## config.mk

```make
export PLATFORM = sky130hd
export DESIGN_NAME = frame_deframer_sum16_check
export DESIGN_NICKNAME = d
export VERILOG_FILES = /design/src/hdl/fdsc_pkg.sv /design/src/hdl/fdsc_parse.sv /design/src/hdl/frame_deframer_sum16_check.sv
export SDC_FILE = /design/constraint.sdc
export NUM_CORES = 1
export LEC_CHECK = 0
export BUFFER_PORTS_ARGS = -buffer_cell sky130_fd_sc_hd__buf_4
export CAP_MARGIN = 40
export CORE_MARGIN = 5
export CORE_UTILIZATION = 55
export DETAILED_ROUTE_END_ITERATION = 16
export PLACE_DENSITY_LB_ADDON = 0.25
export SYNTH_ARGS = -nofsm -noshare
export SYNTH_HDL_FRONTEND = slang
export SYNTH_SLANG_ARGS = --single-unit
```

## constraint.sdc

```tcl
create_clock -name clk_i -period 11.3 [get_ports clk_i]
set_clock_uncertainty 0.05 [all_clocks]
set_input_delay 1.13 -clock clk_i [delete_from_list [all_inputs] [get_ports clk_i]]
set_output_delay 1.13 -clock clk_i [all_outputs]
set_load 0.05 [all_outputs]
```

## src/hdl/fdsc_pkg.sv

```systemverilog
// ----------------------------------------------------------------------------
// fdsc_pkg: shared types and constants of the frame deframer
// Status codes, register indexes and the result record that travels from the
// frame parser to the output buffering of the top level.
// ----------------------------------------------------------------------------
package fdsc_pkg;

  localparam int unsigned BYTE_W     = 8;
  localparam int unsigned POS_W      = 9;
  localparam int unsigned SUM_W      = 16;
  localparam int unsigned CFG_ADDR_W = 3;
  localparam int unsigned OUT_DATA_W = 24;

  localparam logic [POS_W-1:0] POS_MAX        = 9'd511;
  localparam logic [POS_W:0]   FRAME_OVERHEAD = 10'd7;
  localparam logic [POS_W-1:0] PAYLOAD_START  = 9'd3;
  localparam logic [POS_W-1:0] POS_HEADER_0   = 9'd0;
  localparam logic [POS_W-1:0] POS_HEADER_1   = 9'd1;
  localparam logic [POS_W-1:0] POS_LENGTH     = 9'd2;

  typedef enum logic [2:0] {
    ST_OK       = 3'd0,
    ST_LENGTH   = 3'd1,
    ST_HEADER   = 3'd2,
    ST_TAIL     = 3'd3,
    ST_CHECKSUM = 3'd4
  } status_e;

  typedef enum logic [CFG_ADDR_W-1:0] {
    CFG_HEADER_FIRST  = 3'd0,
    CFG_HEADER_SECOND = 3'd1,
    CFG_TAIL_FIRST    = 3'd2,
    CFG_TAIL_SECOND   = 3'd3,
    CFG_MAX_LEN       = 3'd4
  } cfg_idx_e;

  localparam logic [BYTE_W-1:0] RST_HEADER_FIRST  = 8'd170;
  localparam logic [BYTE_W-1:0] RST_HEADER_SECOND = 8'd85;
  localparam logic [BYTE_W-1:0] RST_TAIL_FIRST    = 8'd85;
  localparam logic [BYTE_W-1:0] RST_TAIL_SECOND   = 8'd170;
  localparam logic [BYTE_W-1:0] RST_MAX_LEN       = 8'd255;

  typedef struct packed {
    logic [BYTE_W-1:0] header_first;
    logic [BYTE_W-1:0] header_second;
    logic [BYTE_W-1:0] tail_first;
    logic [BYTE_W-1:0] tail_second;
    logic [BYTE_W-1:0] max_len;
  } cfg_t;

  typedef struct packed {
    logic              payload_valid;
    logic [BYTE_W-1:0] payload_byte;
    logic              frame_done;
    status_e           status;
    logic [BYTE_W-1:0] payload_length;
  } result_t;

endpackage

```

## src/hdl/fdsc_parse.sv

```systemverilog
// ----------------------------------------------------------------------------
// fdsc_parse: per-frame parsing state and result generation
// Tracks position, header match, length, running checksum and the trailing
// bytes of a frame, and forms the result for the byte being presented.
// ----------------------------------------------------------------------------
module fdsc_parse
  import fdsc_pkg::*;
(
  input  logic              clk_i,
  input  logic              rst_ni,
  input  cfg_t              cfg_i,
  input  logic              accept_i,
  input  logic [BYTE_W-1:0] byte_i,
  input  logic              last_i,
  output result_t           res_o
);

  logic [POS_W-1:0]  pos_q, pos_d;
  logic              hdr_q, hdr_d;
  logic [BYTE_W-1:0] len_q, len_d;
  logic [SUM_W-1:0]  sum_q, sum_d;
  logic [SUM_W-1:0]  rx_sum_q, rx_sum_d;
  logic [BYTE_W-1:0] prev_q, prev_d;

  logic [SUM_W:0]    sum_raw;
  logic [SUM_W-1:0]  sum_eac;
  logic [POS_W:0]    total;
  logic [POS_W:0]    pay_end;
  logic              pay;
  status_e           status;

  always_comb begin
    hdr_d = hdr_q;
    if (pos_q == POS_HEADER_0 && byte_i != cfg_i.header_first) begin
      hdr_d = 1'b0;
    end
    if (pos_q == POS_HEADER_1 && byte_i != cfg_i.header_second) begin
      hdr_d = 1'b0;
    end
    len_d = (pos_q == POS_LENGTH) ? byte_i : len_q;

    pay_end = {1'b0, PAYLOAD_START} + {{(POS_W + 1 - BYTE_W){1'b0}}, len_d};
    pay     = (pos_q >= PAYLOAD_START) && ({1'b0, pos_q} < pay_end);

    // One's complement style add: a carry out wraps around into bit zero.
    sum_raw = {1'b0, sum_q} + {{(SUM_W + 1 - BYTE_W){1'b0}}, byte_i};
    sum_eac = sum_raw[SUM_W] ? (sum_raw[SUM_W-1:0] + 1'b1) : sum_raw[SUM_W-1:0];
    sum_d   = pay ? sum_eac : sum_q;

    rx_sum_d = {rx_sum_q[BYTE_W-1:0], prev_q};
    prev_d   = byte_i;
    pos_d    = (pos_q < POS_MAX) ? (pos_q + 1'b1) : pos_q;

    total = {1'b0, pos_q} + 1'b1;
    if (total < FRAME_OVERHEAD) begin
      status = ST_LENGTH;
    end else if (!hdr_d) begin
      status = ST_HEADER;
    end else if (prev_q != cfg_i.tail_first || byte_i != cfg_i.tail_second) begin
      status = ST_TAIL;
    end else if (len_d > cfg_i.max_len) begin
      status = ST_LENGTH;
    end else if (total != FRAME_OVERHEAD + {{(POS_W + 1 - BYTE_W){1'b0}}, len_d}) begin
      status = ST_LENGTH;
    end else if (rx_sum_q != ~sum_d) begin
      status = ST_CHECKSUM;
    end else begin
      status = ST_OK;
    end

    res_o.payload_valid  = pay;
    res_o.payload_byte   = pay ? byte_i : '0;
    res_o.frame_done     = last_i;
    res_o.status         = last_i ? status : ST_OK;
    res_o.payload_length = last_i ? len_d : '0;
  end

  always_ff @(posedge clk_i or negedge rst_ni) begin
    if (!rst_ni) begin
      pos_q    <= '0;
      hdr_q    <= 1'b1;
      len_q    <= '0;
      sum_q    <= '0;
      rx_sum_q <= '0;
      prev_q   <= '0;
    end else if (accept_i) begin
      if (last_i) begin
        pos_q    <= '0;
        hdr_q    <= 1'b1;
        len_q    <= '0;
        sum_q    <= '0;
        rx_sum_q <= '0;
        prev_q   <= '0;
      end else begin
        pos_q    <= pos_d;
        hdr_q    <= hdr_d;
        len_q    <= len_d;
        sum_q    <= sum_d;
        rx_sum_q <= rx_sum_d;
        prev_q   <= prev_d;
      end
    end
  end

endmodule

```

## src/hdl/frame_deframer_sum16_check.sv

```systemverilog
// ----------------------------------------------------------------------------
// frame_deframer_sum16_check: header/length/payload/checksum/tail deframer
// Streams frame bytes in, passes payload bytes out and reports one status on
// the last byte of every frame.
// ----------------------------------------------------------------------------
// The block takes one frame byte per transaction on the slave stream, with
// tlast on the final byte, and returns exactly one result transaction for each
// byte, registered, when the master side is ready. A frame is two header
// bytes, a length byte L, L payload bytes, a big-endian 16-bit checksum (the
// inverted end-around-carry sum of the payload bytes) and two tail bytes.
// Payload bytes are flagged by tuser as they pass; on the last byte tlast is
// set and tdata carries the status and the received length byte. If the
// status is not OK, downstream should drop the payload bytes of that frame.
// Throughput is one byte per clock while the skid is empty: the parse logic
// between the slave stream and the result register is a single compare-and-add
// stage, and a one-entry skid buffer keeps s_axis_tready high while one result
// waits on the master side. The five match and limit registers are written
// through the cfg port and should only be changed while no frame is in flight.
// ----------------------------------------------------------------------------
module frame_deframer_sum16_check
  import fdsc_pkg::*;
(
  input  logic                  clk_i,
  input  logic                  rst_ni,

  input  logic                  cfg_we_i,
  input  logic [CFG_ADDR_W-1:0] cfg_addr_i,
  input  logic [BYTE_W-1:0]     cfg_wdata_i,

  input  logic                  s_axis_tvalid,
  output logic                  s_axis_tready,
  input  logic [BYTE_W-1:0]     s_axis_tdata,   // [7:0] byte_in
  input  logic                  s_axis_tlast,   // end_of_frame

  output logic                  m_axis_tvalid,
  input  logic                  m_axis_tready,
  output logic [OUT_DATA_W-1:0] m_axis_tdata,   // [7:0] payload_byte, [10:8] status,
                                                // [18:11] payload_length, [23:19] zero
  output logic                  m_axis_tuser,   // payload_valid
  output logic                  m_axis_tlast    // frame_done
);

  cfg_t    cfg_q;
  result_t res;
  result_t out_q;
  result_t skid_q;
  logic    out_vld_q, out_vld_d;
  logic    skid_vld_q, skid_vld_d;
  logic    accept;
  logic    out_free;
  logic    load_out_new;
  logic    load_out_skid;
  logic    load_skid;

  // Configuration registers; writes to an unused index are ignored.
  always_ff @(posedge clk_i or negedge rst_ni) begin
    if (!rst_ni) begin
      cfg_q.header_first  <= RST_HEADER_FIRST;
      cfg_q.header_second <= RST_HEADER_SECOND;
      cfg_q.tail_first    <= RST_TAIL_FIRST;
      cfg_q.tail_second   <= RST_TAIL_SECOND;
      cfg_q.max_len       <= RST_MAX_LEN;
    end else if (cfg_we_i) begin
      case (cfg_idx_e'(cfg_addr_i))
        CFG_HEADER_FIRST:  cfg_q.header_first  <= cfg_wdata_i;
        CFG_HEADER_SECOND: cfg_q.header_second <= cfg_wdata_i;
        CFG_TAIL_FIRST:    cfg_q.tail_first    <= cfg_wdata_i;
        CFG_TAIL_SECOND:   cfg_q.tail_second   <= cfg_wdata_i;
        CFG_MAX_LEN:       cfg_q.max_len       <= cfg_wdata_i;
        default: begin
        end
      endcase
    end
  end

  // The slave side stalls only when the skid entry is occupied.
  assign s_axis_tready = !skid_vld_q;
  assign accept        = s_axis_tvalid && s_axis_tready;
  assign out_free      = !out_vld_q || m_axis_tready;

  fdsc_parse u_parse (
    .clk_i    (clk_i),
    .rst_ni   (rst_ni),
    .cfg_i    (cfg_q),
    .accept_i (accept),
    .byte_i   (s_axis_tdata),
    .last_i   (s_axis_tlast),
    .res_o    (res)
  );

  // Output register plus skid entry. The skid entry is older than any new
  // byte, so it always drains into the output register first.
  always_comb begin
    out_vld_d     = out_vld_q;
    skid_vld_d    = skid_vld_q;
    load_out_new  = 1'b0;
    load_out_skid = 1'b0;
    load_skid     = 1'b0;
    if (out_free) begin
      if (skid_vld_q) begin
        load_out_skid = 1'b1;
        out_vld_d     = 1'b1;
        skid_vld_d    = 1'b0;
      end else if (accept) begin
        load_out_new = 1'b1;
        out_vld_d    = 1'b1;
      end else begin
        out_vld_d = 1'b0;
      end
    end else if (accept) begin
      load_skid  = 1'b1;
      skid_vld_d = 1'b1;
    end
  end

  always_ff @(posedge clk_i or negedge rst_ni) begin
    if (!rst_ni) begin
      out_vld_q  <= 1'b0;
      skid_vld_q <= 1'b0;
    end else begin
      out_vld_q  <= out_vld_d;
      skid_vld_q <= skid_vld_d;
    end
  end

  always_ff @(posedge clk_i) begin
    if (load_out_skid) begin
      out_q <= skid_q;
    end else if (load_out_new) begin
      out_q <= res;
    end
    if (load_skid) begin
      skid_q <= res;
    end
  end

  assign m_axis_tvalid = out_vld_q;
  assign m_axis_tdata  = {{(OUT_DATA_W - 2 * BYTE_W - 3){1'b0}}, out_q.payload_length,
                          out_q.status, out_q.payload_byte};
  assign m_axis_tuser  = out_q.payload_valid;
  assign m_axis_tlast  = out_q.frame_done;

endmodule

```

; Yosys cells after proc, flatten, opt, wreduce, memory -nomap -nowiden
; Cells that the tools add are included.
[classes]
addsub = 6
magnitude_cmp = 5
mux = 32
n_bitwise = 1
n_eq_ne = 12
reduce_logical = 19
[op_table]
columns = operator, n
row1 = $mux 16, 4
row2 = $mux 21, 2
row3 = $mux 8, 5
row4 = $ne 8x8->1, 4
row5 = $mux 3, 7
row6 = $mux 9, 2
row7 = $add 16x8->17, 1
row8 = $add 16x1->16 const B, 1
row9 = $ne 16x16->1, 1
row10 = $not 16->16, 1
row11 = $mux 1, 12
row12 = $reduce_and 2->1, 6
row13 = $add 9x1->10 const B, 1
row14 = $lt 10x3->1 const B, 1
row15 = $lt 9x10->1, 1
row16 = $ne 10x10->1, 1
row17 = $add 2x8->9 const A, 1
row18 = $add 3x8->9 const A, 1
row19 = $add 9x1->9 const B, 1
row20 = $eq 9x1->1 const B, 1
row21 = $eq 9x2->1 const B, 1
row22 = $ge 9x2->1 const B, 1
row23 = $logic_not 9->1, 1
row24 = $lt 9x9->1 const B, 1
row25 = 9 further kinds, 17
[totals]
elab_cells = 98
input_bits = 25
ff_bits = 142
output_inout_bits = 28

; Logic depth before layout (Yosys ltp)
; Gate-level depths: netlist (run 1).
[logic_depth]
word_depth = 17
ltp_mapped = 23
mapped_depth_nobuf = 20

; Cells and area by module
; From an unflattened synthesis (run 1), not the netlist that was laid out.
[hier_totals]
hier_cells = 847
hier_area_um2 = 8679.6
[by_module_without_submodules]
columns = module, cells_per_inst, area_each_um2, seq_area_each_um2, instances
row1 = fdsc_parse, 677, 5472.7, 1452.6, 1
row2 = frame_deframer_sum16_check, 170, 3206.8, 2342.2, 1

; Worst setup path after synthesis (run 1)
; OpenSTA, ideal clock, no wires.
[synth_path]
path_type = register to register
from = register u_parse.pos_q[0]
to = register out_q, in the netlist m_axis_tdata[10] (data pin)
path_stages_with_launch = 21
arrival_ns = 4.866
path_buffers = 1
path_slack_ns = 6.122
setup_ns = 0.261
synth_period_minus_slack_ns = 5.178
required_ns = 10.989
path_cell_list = dfrtp_1 inv_1 ha_1 or4b_2 clkbuf_1 nor2_2 nor2_1 a21oi_1 o21bai_1 nor3_1 nand2b_1 ha_1 o21a_1 o21ai_0 a41oi_1 nor4_1 xnor2_1 or3b_1 a2111o_1 nor4_1 nor2_1
[synth_between]
elab_chain_len = 17
word_cells_on_any_way = 29
classes_between = 3 x add/sub / 4 x order compare / 4 x eq/ne / 13 x mux / 1 x bitwise / 4 x reduce/logical
[synth_rtl]
columns = item, line_no
row1 = start: declaration, fdsc_parse.sv:18  ; logic [POS_W-1:0] pos_q, pos_d;
row2 = start signal: assignment, fdsc_parse.sv:95  ; pos_q <= pos_d;
row3 = $eq 9x2->1, fdsc_parse.sv:40  ; len_d = (pos_q == POS_LENGTH) ? byte_i : len_q;
row4 = $mux 8, fdsc_parse.sv:40
row5 = $add 2x8->9, fdsc_parse.sv:42  ; pay_end = {1'b0, PAYLOAD_START} + {{(POS_W + 1 - BYTE_W){1'b0}}, len_d};
row6 = $lt 9x10->1, fdsc_parse.sv:43  ; pay = (pos_q >= PAYLOAD_START) && ({1'b0, pos_q} < pay_end);
row7 = $logic_and 1x1->1, fdsc_parse.sv:43
row8 = $mux 16, fdsc_parse.sv:48  ; sum_d = pay ? sum_eac : sum_q;
row9 = $not 16->16, fdsc_parse.sv:65  ; end else if (rx_sum_q != ~sum_d) begin
row10 = $ne 16x16->1, fdsc_parse.sv:65
row11 = $mux 3, fdsc_parse.sv:65
row12 = $mux 3, fdsc_parse.sv:63  ; end else if (total != FRAME_OVERHEAD + {{(POS_W + 1 - BYTE_W){1'b0}}, len_d}) begin
row13 = $mux 3, fdsc_parse.sv:61  ; end else if (len_d > cfg_i.max_len) begin
row14 = $mux 3, fdsc_parse.sv:59  ; end else if (prev_q != cfg_i.tail_first || byte_i != cfg_i.tail_second) begin
row15 = $mux 3, fdsc_parse.sv:57  ; end else if (!hdr_d) begin
row16 = $mux 3 *, fdsc_parse.sv:55  ; if (total < FRAME_OVERHEAD) begin
row17 = $mux 3 *, fdsc_parse.sv:74  ; res_o.status = last_i ? status : ST_OK;
row18 = $mux 21 *, frame_deframer_sum16_check.sv:129  ; end else if (load_out_new) begin
row19 = $mux 21 *, frame_deframer_sum16_check.sv:127  ; if (load_out_skid) begin
row20 = end signal: assignment, frame_deframer_sum16_check.sv:128  ; out_q <= skid_q;
row21 = end signal: assignment, frame_deframer_sum16_check.sv:130  ; out_q <= res;
row22 = end: declaration, frame_deframer_sum16_check.sv:45  ; result_t out_q;
; Mark *: on every way between the ends. The rest lies on a longest branch, timed or not. The select of a mux whose other input is x is not followed.
; A chain may end at the register's enable or synchronous reset.

; Worst setup path in the final report (run 1)
; Same ends and word-level chain as after synthesis.

==> run metrics, run 1 <==
status=finished clean; actual slew at the worst max-slew pin=815 ps; Post-synth top flop=sky130_fd_sc_hd__dfrtp_1; via count normalized by instance count=6.00; Max-slew headroom=45.2%; number of pins exceeding their max-slew limit in the final report=0; DRC marker count from the first detailed-route iteration=694; # Post-CTS Setup Buffers=0; path class of the lowest-slack min-delay path=register to register; pin count of the biggest net entering global routing=69; crit end category=register; diodes inserted=0; number of distinct library cells after synthesis=84; via count of the first global-routing pass=6609; proportion of synthesized chip area in sequential cells=43.1%; Netlist Area Pre-Place=8810 µm²; placeable core area=15800 µm²; number of I/O port buffers=47; total detailed-routing wirelength=23200 µm; power per standard cell area=193 nW/µm²; router iterations before antenna repair=6; count of cells resized by post-cts repair=0; aggregate global-route resource usage=25.8%; Peak supply drop=0.000128 V; number of filler cells placed in the layout=1364; # DRC=0; post-detail-place hpwl=16500 µm; Synth warnings=0; fraction of final layout cells sized beyond drive strength 1=19.9%; number of antenna violations at the first check in global routing=0; setup tns final=0 ps; total number of vias=6976; global placer's final weighted congestion=1.02; Final setup viols=0; unrepaired setup endpoints after global routing=false; worst-case clock buffer depth=2; data required time at the worst endpoint=11410 ps; average wire per standard cell=20.0 µm; number of ports placed on the die boundary=53; average instance area after synthesis=9.74 µm²; Clk Latency, worst-skew pair=430 ps; Hold Vio Cnt, Final=0; critical path launch point=u_parse.pos_q[0]$_DFFE_PN0P_; number of hold buffers added after CTS=0; FF+latch count, synth=142; die area=18600 µm²; CTS tree=yes; startpoint type of the worst setup path=register; share of the clock period used by the worst path=51.6%; maximum level of the CTS H-tree=4; number of routed nets with antenna violations=0; row count=46; critical path peak fanout=8; post-synthesis async set-or-reset flop share=70.4%; number of enable flip-flop cells after synthesis=42; clock input transition at the sequential cells of the worst setup and hold paths=70 ps; die extent in y=137 µm; total CTS buffers=17; max_cap viols=0; Root Buffer Master=sky130_fd_sc_hd__clkbuf_16; final-layout worst hold slack=457 ps; arrival time reported for the critical path endpoint=5940 ps; horizontal extent of the die=137 µm; Crit Reg-Reg Startpoint=u_parse.pos_q[0]$_DFFE_PN0P_; static leakage=4.20 nW; layout net count=989; gate count of the mapped netlist=904; achievable frequency=172 MHz; Starting Density=55.8%; aggregate global routing overflow=0; Critical Setup Path Class=register to register; minimum clock period after layout=5830 ps; area overhead of the layout relative to synthesis=12.2%; number of sinks handled by clock tree synthesis=142; first-pass GRT wire length=36800 µm; startpoint of the most critical hold path=u_parse.rx_sum_q[15]$_DFFE_PN0P_
-- cells in the mapped netlist, drive strengths merged (4+ instances only) --
master | instances | area [µm²]
nand2 | 124 | 482
dfrtp | 75 | 1880
o21ai | 59 | 295
nor2 | 58 | 220
mux2 | 50 | 563
xnor2 | 48 | 420
edfxtp | 42 | 1260
xor2 | 32 | 280
nand3 | 31 | 155
clkbuf | 30 | 113
ha | 29 | 363
inv | 29 | 111
dfstp | 25 | 657
a21oi | 24 | 120
buf | 22 | 159
and3 | 14 | 87.6
nand4 | 14 | 87.6
nor3 | 13 | 65.1
mux2i | 12 | 124
nor4 | 11 | 68.8
a21o | 10 | 75.1
and2 | 9 | 58.8
nand2b | 9 | 56.3
nand3b | 9 | 67.6
a31oi | 8 | 50.1
o211ai | 8 | 60.1
o31ai | 8 | 60.1
a211oi | 7 | 52.6
a22oi | 6 | 45.0
o21a | 6 | 45.0
or2 | 6 | 37.5
and4 | 5 | 43.8
o22ai | 5 | 31.3
or3 | 5 | 31.3
a2111oi | 4 | 36.3
or4 | 4 | 33.8
-- state kept, by name, summed over array words and instances (netlist names) --
| name | count |
|---|---|
| skid_q | 21 |
| u_parse.pos_q | 9 |
| m_axis_tlast | 1 |
| m_axis_tvalid | 1 |
| u_parse.hdr_q | 1 |
| u_parse.sum_q | 16 |
| m_axis_tuser | 1 |
| skid_vld_q | 1 |
| u_parse.rx_sum_q | 16 |
| m_axis_tdata | 19 |
| u_parse.prev_q | 8 |
| u_parse.len_q | 8 |
| cfg_q | 40 |
-- layout make-up --
cell class              count  area (µm²)  share of cell area (%)
inverters                  30         115                    1.16
clock buffers              18         439                    4.44
multi-input cells         684        4650                    47.0
repair buffers             59         483                    4.89
well taps                 216         270                    2.73
flip-flops and latches    142        3790                    38.4
clock inverters            14         133                    1.34
-- logic make-up (layout without fill, tap and decap cells) --
| family | Yosys count | after routing | share of synthesized area [%] |
|---|---|---|---|
| and+or+nand+nor | 329 | 329 | 18.7 |
| AOI/OAI and AO/OA | 176 | 176 | 13.1 |
| DFF | 142 | 142 | 43.1 |
| xor gates and xnor gates | 82 | 82 | 8.47 |
| buffers and inverters | 82 | 121 | 4.39 |
| muxes | 62 | 62 | 7.80 |
| adders and majority gates | 30 | 30 | 4.35 |
| other | 1 | 5 | 0.0426 |
-- through the flow --
step / utilization, % / cell area [µm²] / setup WS [ps] / power (mW) / instances
floorplan: - / 8820 / 6120 / 1.19 / 908
global placement: 58.5 / 9230 / 5740 / 1.34 / 1126
detailed placement: 59.0 / 9310 / 5570 / 1.35 / 1131
CTS: 62.7 / 9880 / 5560 / 1.90 / 1163
global route: 62.7 / 9880 / 5090 / 2.00 / 1163
finish: 62.7 / 9880 / 5470 / 1.91 / 1163
-- worst max-delay path, cell delays in order, from the launching register on --
cell                       delay [ps]
sky130_fd_sc_hd__dfrtp_1          440
sky130_fd_sc_hd__inv_1            140
sky130_fd_sc_hd__ha_1             190
sky130_fd_sc_hd__or4b_2           700
sky130_fd_sc_hd__nor2_2           400
sky130_fd_sc_hd__a21oi_1          190
sky130_fd_sc_hd__o21bai_1         260
sky130_fd_sc_hd__nor3_1           300
sky130_fd_sc_hd__xnor2_1          110
sky130_fd_sc_hd__ha_1             200
sky130_fd_sc_hd__a211oi_1         290
sky130_fd_sc_hd__a41oi_1          380
sky130_fd_sc_hd__nor4_1           580
sky130_fd_sc_hd__xnor2_1          160
sky130_fd_sc_hd__or3b_1           390
sky130_fd_sc_hd__a2111o_1         380
sky130_fd_sc_hd__nor4_1           300
sky130_fd_sc_hd__nor2_1           100
-- routing by layer --
metal | vias to the layer above | track usage [%] | part of all wire (%)
li1 | 3318 | - | -
met1 | 3401 | 36.1 | 45
met2 | 219 | 39.9 | 46
met3 | 38 | 5.70 | 6.5
met4 | 0 | 8.73 | 2.4
met5 | - | 0 | 0
-- cells in the final DEF (no fill, tap or decap), types with 17 or more instances in the layout --
master / netlist / final
sky130_fd_sc_hd__nand2_1: 123 / 122
sky130_fd_sc_hd__dfrtp_1: 75 / 75
sky130_fd_sc_hd__o21ai_0: 58 / 58
sky130_fd_sc_hd__nor2_1: 57 / 56
sky130_fd_sc_hd__buf_4: 5 / 54
sky130_fd_sc_hd__mux2_2: 50 / 50
sky130_fd_sc_hd__xnor2_1: 48 / 48
sky130_fd_sc_hd__edfxtp_1: 42 / 42
sky130_fd_sc_hd__xor2_1: 32 / 32
sky130_fd_sc_hd__nand3_1: 31 / 31
sky130_fd_sc_hd__ha_1: 29 / 29
sky130_fd_sc_hd__inv_1: 28 / 28
sky130_fd_sc_hd__dfstp_2: 25 / 25
sky130_fd_sc_hd__a21oi_1: 24 / 24
sky130_fd_sc_hd__clkbuf_16: 0 / 17
-- power breakdown --
part | leakage, nW | internal [mW] | switching, mW | total, mW
clock network | 0.287 | 0.312 | 0.233 | 0.545
registers | 1.65 | 0.623 | 0.0637 | 0.687
logic | 2.26 | 0.270 | 0.405 | 0.675
total | 4.20 | 1.21 | 0.702 | 1.91
-- worst paths after layout --
kind,slack [ps],cells after the start,end
worst max-delay path,5470,17,m_axis_tdata[10]$_DFFE_PP_
worst min-delay path,460,2,u_parse.rx_sum_q[15]$_DFFE_PN0P_
worst max register to register,5470,17,m_axis_tdata[10]$_DFFE_PP_
worst min register to register,460,2,u_parse.rx_sum_q[15]$_DFFE_PN0P_
max in group asynchronous,9710,3,cfg_q[37]$_DFFE_PN1P_
min in group asynchronous,550,1,u_parse.rx_sum_q[15]$_DFFE_PN0P_
Power figures use the tool's default switching activity.
==> run 2, diff against run 1 <==
clock period = 5.28 ns   (was 11.3 ns; I/O delays follow)
==> run 2 against run 1 <==
Net effect: first-iteration DRC count grew 7.9%; sequential power increased by 110%; design area rose by 2.0%; power is 120% higher; non-clock buffer count up 18; sequential cell count did not move; global-route usage up 0.24 points; die area did not move; clock-buffer cell count is 1 higher; hold slack worse by 340 ps; critical endpoint unchanged.
==> run metrics, run 2 (synthesized netlist as in run 1, its figures left out) <==
critical path peak fanout=21 (was 8); CTS tree=yes (unchanged); internal power=2.71 mW (was 1.21 mW); Placement Setup Slack=-92.5 ps (was 5570 ps); Sw Pwr=1.52 mW (was 0.702 mW); utilization of the core after routing=63.9% (was 62.7%); number of sinks handled by clock tree synthesis=142 (unchanged); total CTS buffers=17 (unchanged); Clk Latency, worst-skew pair=420 ps (was 430 ps); Starting Density=55.8% (unchanged); post-detail-place hpwl=16800 µm (was 16500 µm); number of antenna violations at the first check in global routing=0 (unchanged); Critical Setup Path Class=register to register (unchanged); Final setup viols=0 (unchanged); achievable frequency=199 MHz (was 172 MHz); static leakage=4.30 nW (was 4.20 nW); Most flops, register=cfg_q (unchanged); maximum level of the CTS H-tree=4 (unchanged); first-pass GRT wire length=36900 µm (was 36800 µm); Final WS setup=265 ps (was 5470 ps); die extent in y=137 µm (unchanged); actual slew at the worst max-slew pin=735 ps (was 815 ps); portion of total power attributed to sequential cells=34.7% (was 36.0%); startpoint type of the worst setup path=register (unchanged); number of hold buffers added after CTS=0 (unchanged); Hold Vio Cnt, Final=0 (unchanged); path class of the lowest-slack min-delay path=input pin to async pin (was register to register); number of filler cells placed in the layout=1300 (was 1364); area overhead of the layout relative to synthesis=14.5% (was 12.2%); Peak supply drop=0.000306 V (was 0.000128 V); fraction of power spent switching nets=35.9% (was 36.8%); max FFs per register=40 (unchanged); setup tns final=0 ps (unchanged); router iterations before antenna repair=6 (unchanged); power per standard cell area=419 nW/µm² (was 193 nW/µm²); number of pins exceeding their max-slew limit in the final report=0 (unchanged); share of the clock period used by the worst path=95.0% (was 51.6%); diodes inserted=0 (unchanged); arrival time reported for the critical path endpoint=5130 ps (was 5940 ps); worst reg2reg setup slack=270 ps (was 5470 ps); total detailed-routing wirelength=23700 µm (was 23200 µm); row count=46 (unchanged); horizontal extent of the die=137 µm (unchanged); average wire per standard cell=20.0 µm (about the same); leading cell type in the layout, fill and taps excluded=sky130_fd_sc_hd__nand2_1 (unchanged); fraction of final layout cells sized beyond drive strength 1=21.9% (was 19.9%); via count of the first global-routing pass=6563 (was 6609); clock input transition at the sequential cells of the worst setup and hold paths=60 ps (was 70 ps); total area of multi-input combinational cells=4680 µm² (was 4650 µm²); DRC marker count from the first detailed-route iteration=749 (was 694); die area=18600 µm² (unchanged); top metal layer carrying routed signals=met4 (unchanged); sum of met3 wire segment lengths after detailed routing=1450 µm (was 1520 µm); global placer's final weighted congestion=0.950 (was 1.02); max_cap viols=0 (unchanged); combinational power share=35.3% (was 35.4%); minimum clock period after layout=5010 ps (was 5830 ps); layout net count=1007 (was 989); pin count of the biggest net entering global routing=55 (was 69); total number of vias=7091 (was 6976); number of I/O port buffers=47 (unchanged); number of ports placed on the die boundary=53 (unchanged); DR WL met2=11100 µm (was 10700 µm); data required time at the worst endpoint=5400 ps (was 11410 ps); status=finished clean (unchanged); number of routed nets with antenna violations=0 (unchanged); Root Buffer Master=sky130_fd_sc_hd__clkbuf_16 (unchanged); # Post-CTS Setup Buffers=0 (unchanged); Max-slew headroom=51.0% (was 45.2%); met1 WL=10500 µm (about the same); aggregate global-route resource usage=26.0% (was 25.8%); via count normalized by instance count=6.00 (about the same); aggregate global routing overflow=0 (unchanged); Storage cell area=3790 µm² (unchanged); worst-case clock buffer depth=2 (unchanged); # DRC=0 (unchanged); placeable core area=15800 µm² (unchanged); Clock Power Share=30.0% (was 28.6%); crit end category=register (unchanged); top library cells by usage in the layout, fill and taps aside=122 x sky130_fd_sc_hd__nand2_1, 75 x sky130_fd_sc_hd__dfrtp_1, 74 x sky130_fd_sc_hd__buf_4 (was 122 x sky130_fd_sc_hd__nand2_1, 75 x sky130_fd_sc_hd__dfrtp_1, 58 x sky130_fd_sc_hd__o21ai_0); count of cells resized by post-cts repair=3 (was 0)
[run 2: power by group through the flow]
stage          sequential (mW)  combinational [mW]  clock, mW
2_1_floorplan             1.51                1.03          0
4_1_cts                   1.47                1.47       1.28
3_3_place_gp              1.48                1.43          0
6_report                  1.47                1.49       1.27
5_1_grt                   1.48                1.62       1.33
3_5_place_dp              1.48                1.45          0
[run 2: worst max-delay path, cell delays in order (launching register included)]
cell	delay (ps)
sky130_fd_sc_hd__dfrtp_1	380
sky130_fd_sc_hd__inv_1	110
sky130_fd_sc_hd__ha_1	200
sky130_fd_sc_hd__or4b_4	530
sky130_fd_sc_hd__nor2_4	200
sky130_fd_sc_hd__nor2_1	90
sky130_fd_sc_hd__a21oi_2	170
sky130_fd_sc_hd__o21bai_2	190
sky130_fd_sc_hd__nor3_2	90
sky130_fd_sc_hd__nand2b_1	160
sky130_fd_sc_hd__ha_1	280
sky130_fd_sc_hd__o21a_1	190
sky130_fd_sc_hd__o21ai_0	220
sky130_fd_sc_hd__a41o_2	290
sky130_fd_sc_hd__nand2_8	150
sky130_fd_sc_hd__mux2i_1	240
sky130_fd_sc_hd__or3b_1	390
sky130_fd_sc_hd__a2111o_1	410
sky130_fd_sc_hd__nor4_2	340
sky130_fd_sc_hd__nor2_1	80
[run 2: layout make-up]
type	instances	area share (%)
Inverter	30	1.14
Tap cell	216	2.68
Timing Repair Buffer	77	5.96
Clock buffer	19	4.49
Multi-Input combinational cell	684	46.4
Sequential cell	142	37.6
Clock inverter	13	1.68
[run 2: stage by stage]
| step | cell area [µm²] | power [mW] | std cells | hold slack (ps) |
|---|---|---|---|---|
| floorplan | 8820 | 2.54 | 908 | 182 |
| global placement | 9380 | 2.91 | 1146 | 426 |
| detailed placement | 9430 | 2.93 | 1149 | 432 |
| CTS | 10100 | 4.22 | 1181 | 132 |
| global route | 10100 | 4.43 | 1181 | 180 |
| finish | 10100 | 4.23 | 1181 | 120 |
[run 2: metal layers]
metal,vias up,track usage (%)
met5,-,0
met2,256,40.9
met1,3439,36.4
met3,47,5.07
met4,0,8.68
li1,3349,-
[run 2: final timing paths]
path | from | depth (start not counted) | endpoint
min in group clk_i | s_axis_tvalid | 3 | m_axis_tvalid$_DFFE_PN0N_
min reg2reg | u_parse.rx_sum_q[9]$_DFFE_PN0P_ | 2 | u_parse.rx_sum_q[9]$_DFFE_PN0P_
min | rst_ni | 1 | u_parse.rx_sum_q[11]$_DFFE_PN0P_
max | u_parse.pos_q[0]$_DFFE_PN0P_ | 19 | m_axis_tdata[10]$_DFFE_PP_
max reg2reg | u_parse.pos_q[0]$_DFFE_PN0P_ | 19 | m_axis_tdata[10]$_DFFE_PP_
max in group asynchronous | rst_ni | 2 | u_parse.len_q[4]$_DFFE_PN0P_
==> run 3, diff against run 2 <==
CORE_UTILIZATION = 30   (was 55)
MAX_ROUTING_LAYER = met4   (was default)
==> run 3 against run 2 <==
Net effect: clock power about the same; worst setup slack better by 61 ps; combinational power about the same; non-clock buffer count up 7; die area up 76%; hold slack better by 20 ps; core utilization down 28 points; power up 0.49%.
==> run metrics, run 3 (synthesized netlist as in run 1, its figures left out) <==
global placer's final weighted congestion=0.920 (was 0.950); placeable core area=28900 µm² (was 15800 µm²); total detailed-routing wirelength=25900 µm (was 23700 µm); actual slew at the worst max-slew pin=873 ps (was 735 ps); top library cells by usage in the layout, fill and taps aside=122 x sky130_fd_sc_hd__nand2_1, 81 x sky130_fd_sc_hd__buf_4, 75 x sky130_fd_sc_hd__dfrtp_1 (was 122 x sky130_fd_sc_hd__nand2_1, 75 x sky130_fd_sc_hd__dfrtp_1, 74 x sky130_fd_sc_hd__buf_4); row count=62 (was 46); number of routed nets with antenna violations=0 (unchanged); achievable frequency=202 MHz (was 199 MHz); Max-slew headroom=41.1% (was 51.0%); number of pins exceeding their max-slew limit in the final report=0 (unchanged); average wire per standard cell=19.1 µm (was 20.0 µm); die extent in y=181 µm (was 137 µm); setup tns final=0 ps (unchanged); horizontal extent of the die=181 µm (was 137 µm); data required time at the worst endpoint=5400 ps (about the same); layout net count=1014 (was 1007); crit end category=register (unchanged); worst-case clock buffer depth=2 (unchanged); share of the clock period used by the worst path=93.8% (was 95.0%); CTS tree=yes (unchanged); power per standard cell area=409 nW/µm² (was 419 nW/µm²); Storage cell area=3790 µm² (unchanged); Final setup viols=0 (unchanged); # DRC=0 (unchanged); Peak supply drop=0.000211 V (was 0.000306 V); post-detail-place hpwl=19000 µm (was 16800 µm); leading cell type in the layout, fill and taps excluded=sky130_fd_sc_hd__nand2_1 (unchanged); aggregate global-route resource usage=16.3% (was 26.0%); DRC marker count from the first detailed-route iteration=408 (was 749); router iterations before antenna repair=5 (was 6); minimum clock period after layout=4950 ps (was 5010 ps); number of antenna violations at the first check in global routing=0 (unchanged); total instance count after detailed placement=1322 (was 1149); clock input transition at the sequential cells of the worst setup and hold paths=70 ps (was 60 ps); via count normalized by instance count=5.18 (was 6.00); max FFs per register=40 (unchanged); cell area reported after detailed placement=9710 µm² (was 9430 µm²); number of sinks handled by clock tree synthesis=142 (unchanged); status=finished clean (unchanged); number of filler cells placed in the layout=2946 (was 1300); total number of vias=7024 (was 7091); number of hold buffers added after CTS=0 (unchanged); fraction of final layout cells sized beyond drive strength 1=22.2% (was 21.9%); Critical Setup Path Class=register to register (unchanged); arrival time reported for the critical path endpoint=5080 ps (was 5130 ps); cell with the largest stage delay on the worst path=sky130_fd_sc_hd__or4b_2 (was sky130_fd_sc_hd__or4b_4); via count of the first global-routing pass=6932 (was 6563); startpoint type of the worst setup path=register (unchanged); number of ports placed on the die boundary=53 (unchanged); Crit path top cell by count=sky130_fd_sc_hd__buf_4; total area of multi-input combinational cells=4670 µm² (was 4680 µm²); peak per-stage delay on the critical path=670 ps (was 530 ps); path class of the lowest-slack min-delay path=input pin to async pin (unchanged); crit-path cells=inv_1 -> ha_1 -> or4b_2 -> nor2_4 -> buf_4 -> mux2i_1 -> buf_4 -> o21ai_0 -> nand2b_1 -> ha_1 -> o21a_1 -> o21ai_1 -> a41oi_1 -> buf_4 -> nor4_1 -> buf_4 -> xnor2_1 -> or2_2 -> a2111o_1 -> nor4_2 -> nor2_1 (was inv_1 -> ha_1 -> or4b_4 -> nor2_4 -> nor2_1 -> a21oi_2 -> o21bai_2 -> nor3_2 -> nand2b_1 -> ha_1 -> o21a_1 -> o21ai_0 -> a41o_2 -> nand2_8 -> mux2i_1 -> or3b_1 -> a2111o_1 -> nor4_2 -> nor2_1); number of I/O port buffers=47 (unchanged); final-layout worst hold slack=140 ps (was 120 ps); total CTS buffers=17 (unchanged); maximum level of the CTS H-tree=4 (unchanged); summed area of non-filler cells in the final layout=10400 µm² (was 10100 µm²); pin count of the biggest net entering global routing=57 (was 55); max_cap viols=0 (unchanged); Clk Latency, worst-skew pair=430 ps (was 420 ps); Hold Vio Cnt, Final=0 (unchanged); unrepaired setup endpoints after global routing=false; critical path peak fanout=5 (was 21); cell family contributing the most delay on the critical path=simple AND/OR/NAND/NOR gates (unchanged); Most flops, register=cfg_q (unchanged); aggregate global routing overflow=0 (unchanged); area overhead of the layout relative to synthesis=17.9% (was 14.5%); final std cells w/o fill=1356 (was 1181); Starting Density=30.5% (was 55.8%); Bufs and invs on worst path=5 (was 1); first-pass GRT wire length=40900 µm (was 36900 µm); Root Buffer Master=sky130_fd_sc_hd__clkbuf_16 (unchanged); static leakage=4.35 nW (was 4.30 nW); diodes inserted=0 (unchanged); utilization of the core after routing=36.0% (was 63.9%); die area=32900 µm² (was 18600 µm²)
run 3: cell types whose count changed in the layout (fill, tap and decap cells not counted), moves of 2 or more:
cell | previous run | this run
sky130_fd_sc_hd__inv_6 | 5 | 2
sky130_fd_sc_hd__buf_16 | 0 | 3
sky130_fd_sc_hd__clkbuf_16 | 17 | 19
sky130_fd_sc_hd__buf_8 | 3 | 0
sky130_fd_sc_hd__buf_4 | 74 | 81
sky130_fd_sc_hd__clkinv_4 | 0 | 3
run 3: area by class of cell:
| class | instances | share of cell area [%] |
|---|---|---|
| multi-input combinational | 684 | 45.0 |
| timing repair buffer | 84 | 6.65 |
| inverter | 30 | 1.11 |
| clock inverter | 10 | 1.17 |
| sequential | 142 | 36.6 |
| clock buffer | 22 | 4.88 |
| tap | 384 | 4.63 |
run 3: worst reg2reg max path, stage by stage, from the launching register on:
cell and delay, ps:
sky130_fd_sc_hd__dfrtp_1 380, sky130_fd_sc_hd__inv_1 110, sky130_fd_sc_hd__ha_1 190, sky130_fd_sc_hd__or4b_2 670, sky130_fd_sc_hd__nor2_4 160, sky130_fd_sc_hd__buf_4 150
sky130_fd_sc_hd__mux2i_1 260, sky130_fd_sc_hd__buf_4 190, sky130_fd_sc_hd__o21ai_0 80, sky130_fd_sc_hd__nand2b_1 90, sky130_fd_sc_hd__ha_1 230, sky130_fd_sc_hd__o21a_1 190
sky130_fd_sc_hd__o21ai_1 160, sky130_fd_sc_hd__a41oi_1 100, sky130_fd_sc_hd__buf_4 210, sky130_fd_sc_hd__nor4_1 220, sky130_fd_sc_hd__buf_4 160, sky130_fd_sc_hd__xnor2_1 90
sky130_fd_sc_hd__or2_2 300, sky130_fd_sc_hd__a2111o_1 360, sky130_fd_sc_hd__nor4_2 300, sky130_fd_sc_hd__nor2_1 80
run 3: metrics by stage:
stage                     power [mW]  worst slack, ps
after detailed placement        2.97              155
final                           4.25              327
after global routing            4.49             4.67
after CTS                       4.27              133
after global placement          2.95              320
after floorplan                 2.54              102
run 3: per-layer routing:
| layer | wire length, µm | vias up | global-route usage, % |
|---|---|---|---|
| met3 | 1110 | 40 | 2.51 |
| met1 | 12800 | 3448 | 23.1 |
| li1 | - | 3361 | - |
| met4 | 713 | 0 | 5.31 |
| met5 | 0 | - | - |
| met2 | 11400 | 175 | 23.8 |
run 3: final timing paths:
| check | endpoint | from | cells past startpoint | slack, ps |
|---|---|---|---|---|
| worst max-delay path | m_axis_tdata[10]$_DFFE_PP_ | u_parse.pos_q[0]$_DFFE_PN0P_ | 21 | 330 |
| worst min-delay path | u_parse.sum_q[12]$_DFFE_PN0P_ | rst_ni | 1 | 140 |
| worst max register to register | m_axis_tdata[10]$_DFFE_PP_ | u_parse.pos_q[0]$_DFFE_PN0P_ | 21 | 330 |
| worst min register to register | u_parse.rx_sum_q[9]$_DFFE_PN0P_ | u_parse.rx_sum_q[9]$_DFFE_PN0P_ | 2 | 440 |
| max in group asynchronous | cfg_q[38]$_DFFE_PN0P_ | rst_ni | 2 | 3930 |
| min in group clk_i | m_axis_tvalid$_DFFE_PN0N_ | s_axis_tvalid | 3 | 290 |
run 3: report_power, final:
group | switching (mW) | internal (mW)
sequential | 0.133 | 1.33
clock | 0.492 | 0.783
combinational | 0.893 | 0.616
run 3: what timing repair did:
| item | 4_1_cts | 5_1_grt |
|---|---|---|
| endpoints found under the hold margin | 0 | 0 |
| gates resized for setup | 0 | 6 |
| endpoints found under the setup margin | 0 | 2 |
| setup buffers | 0 | 2 |
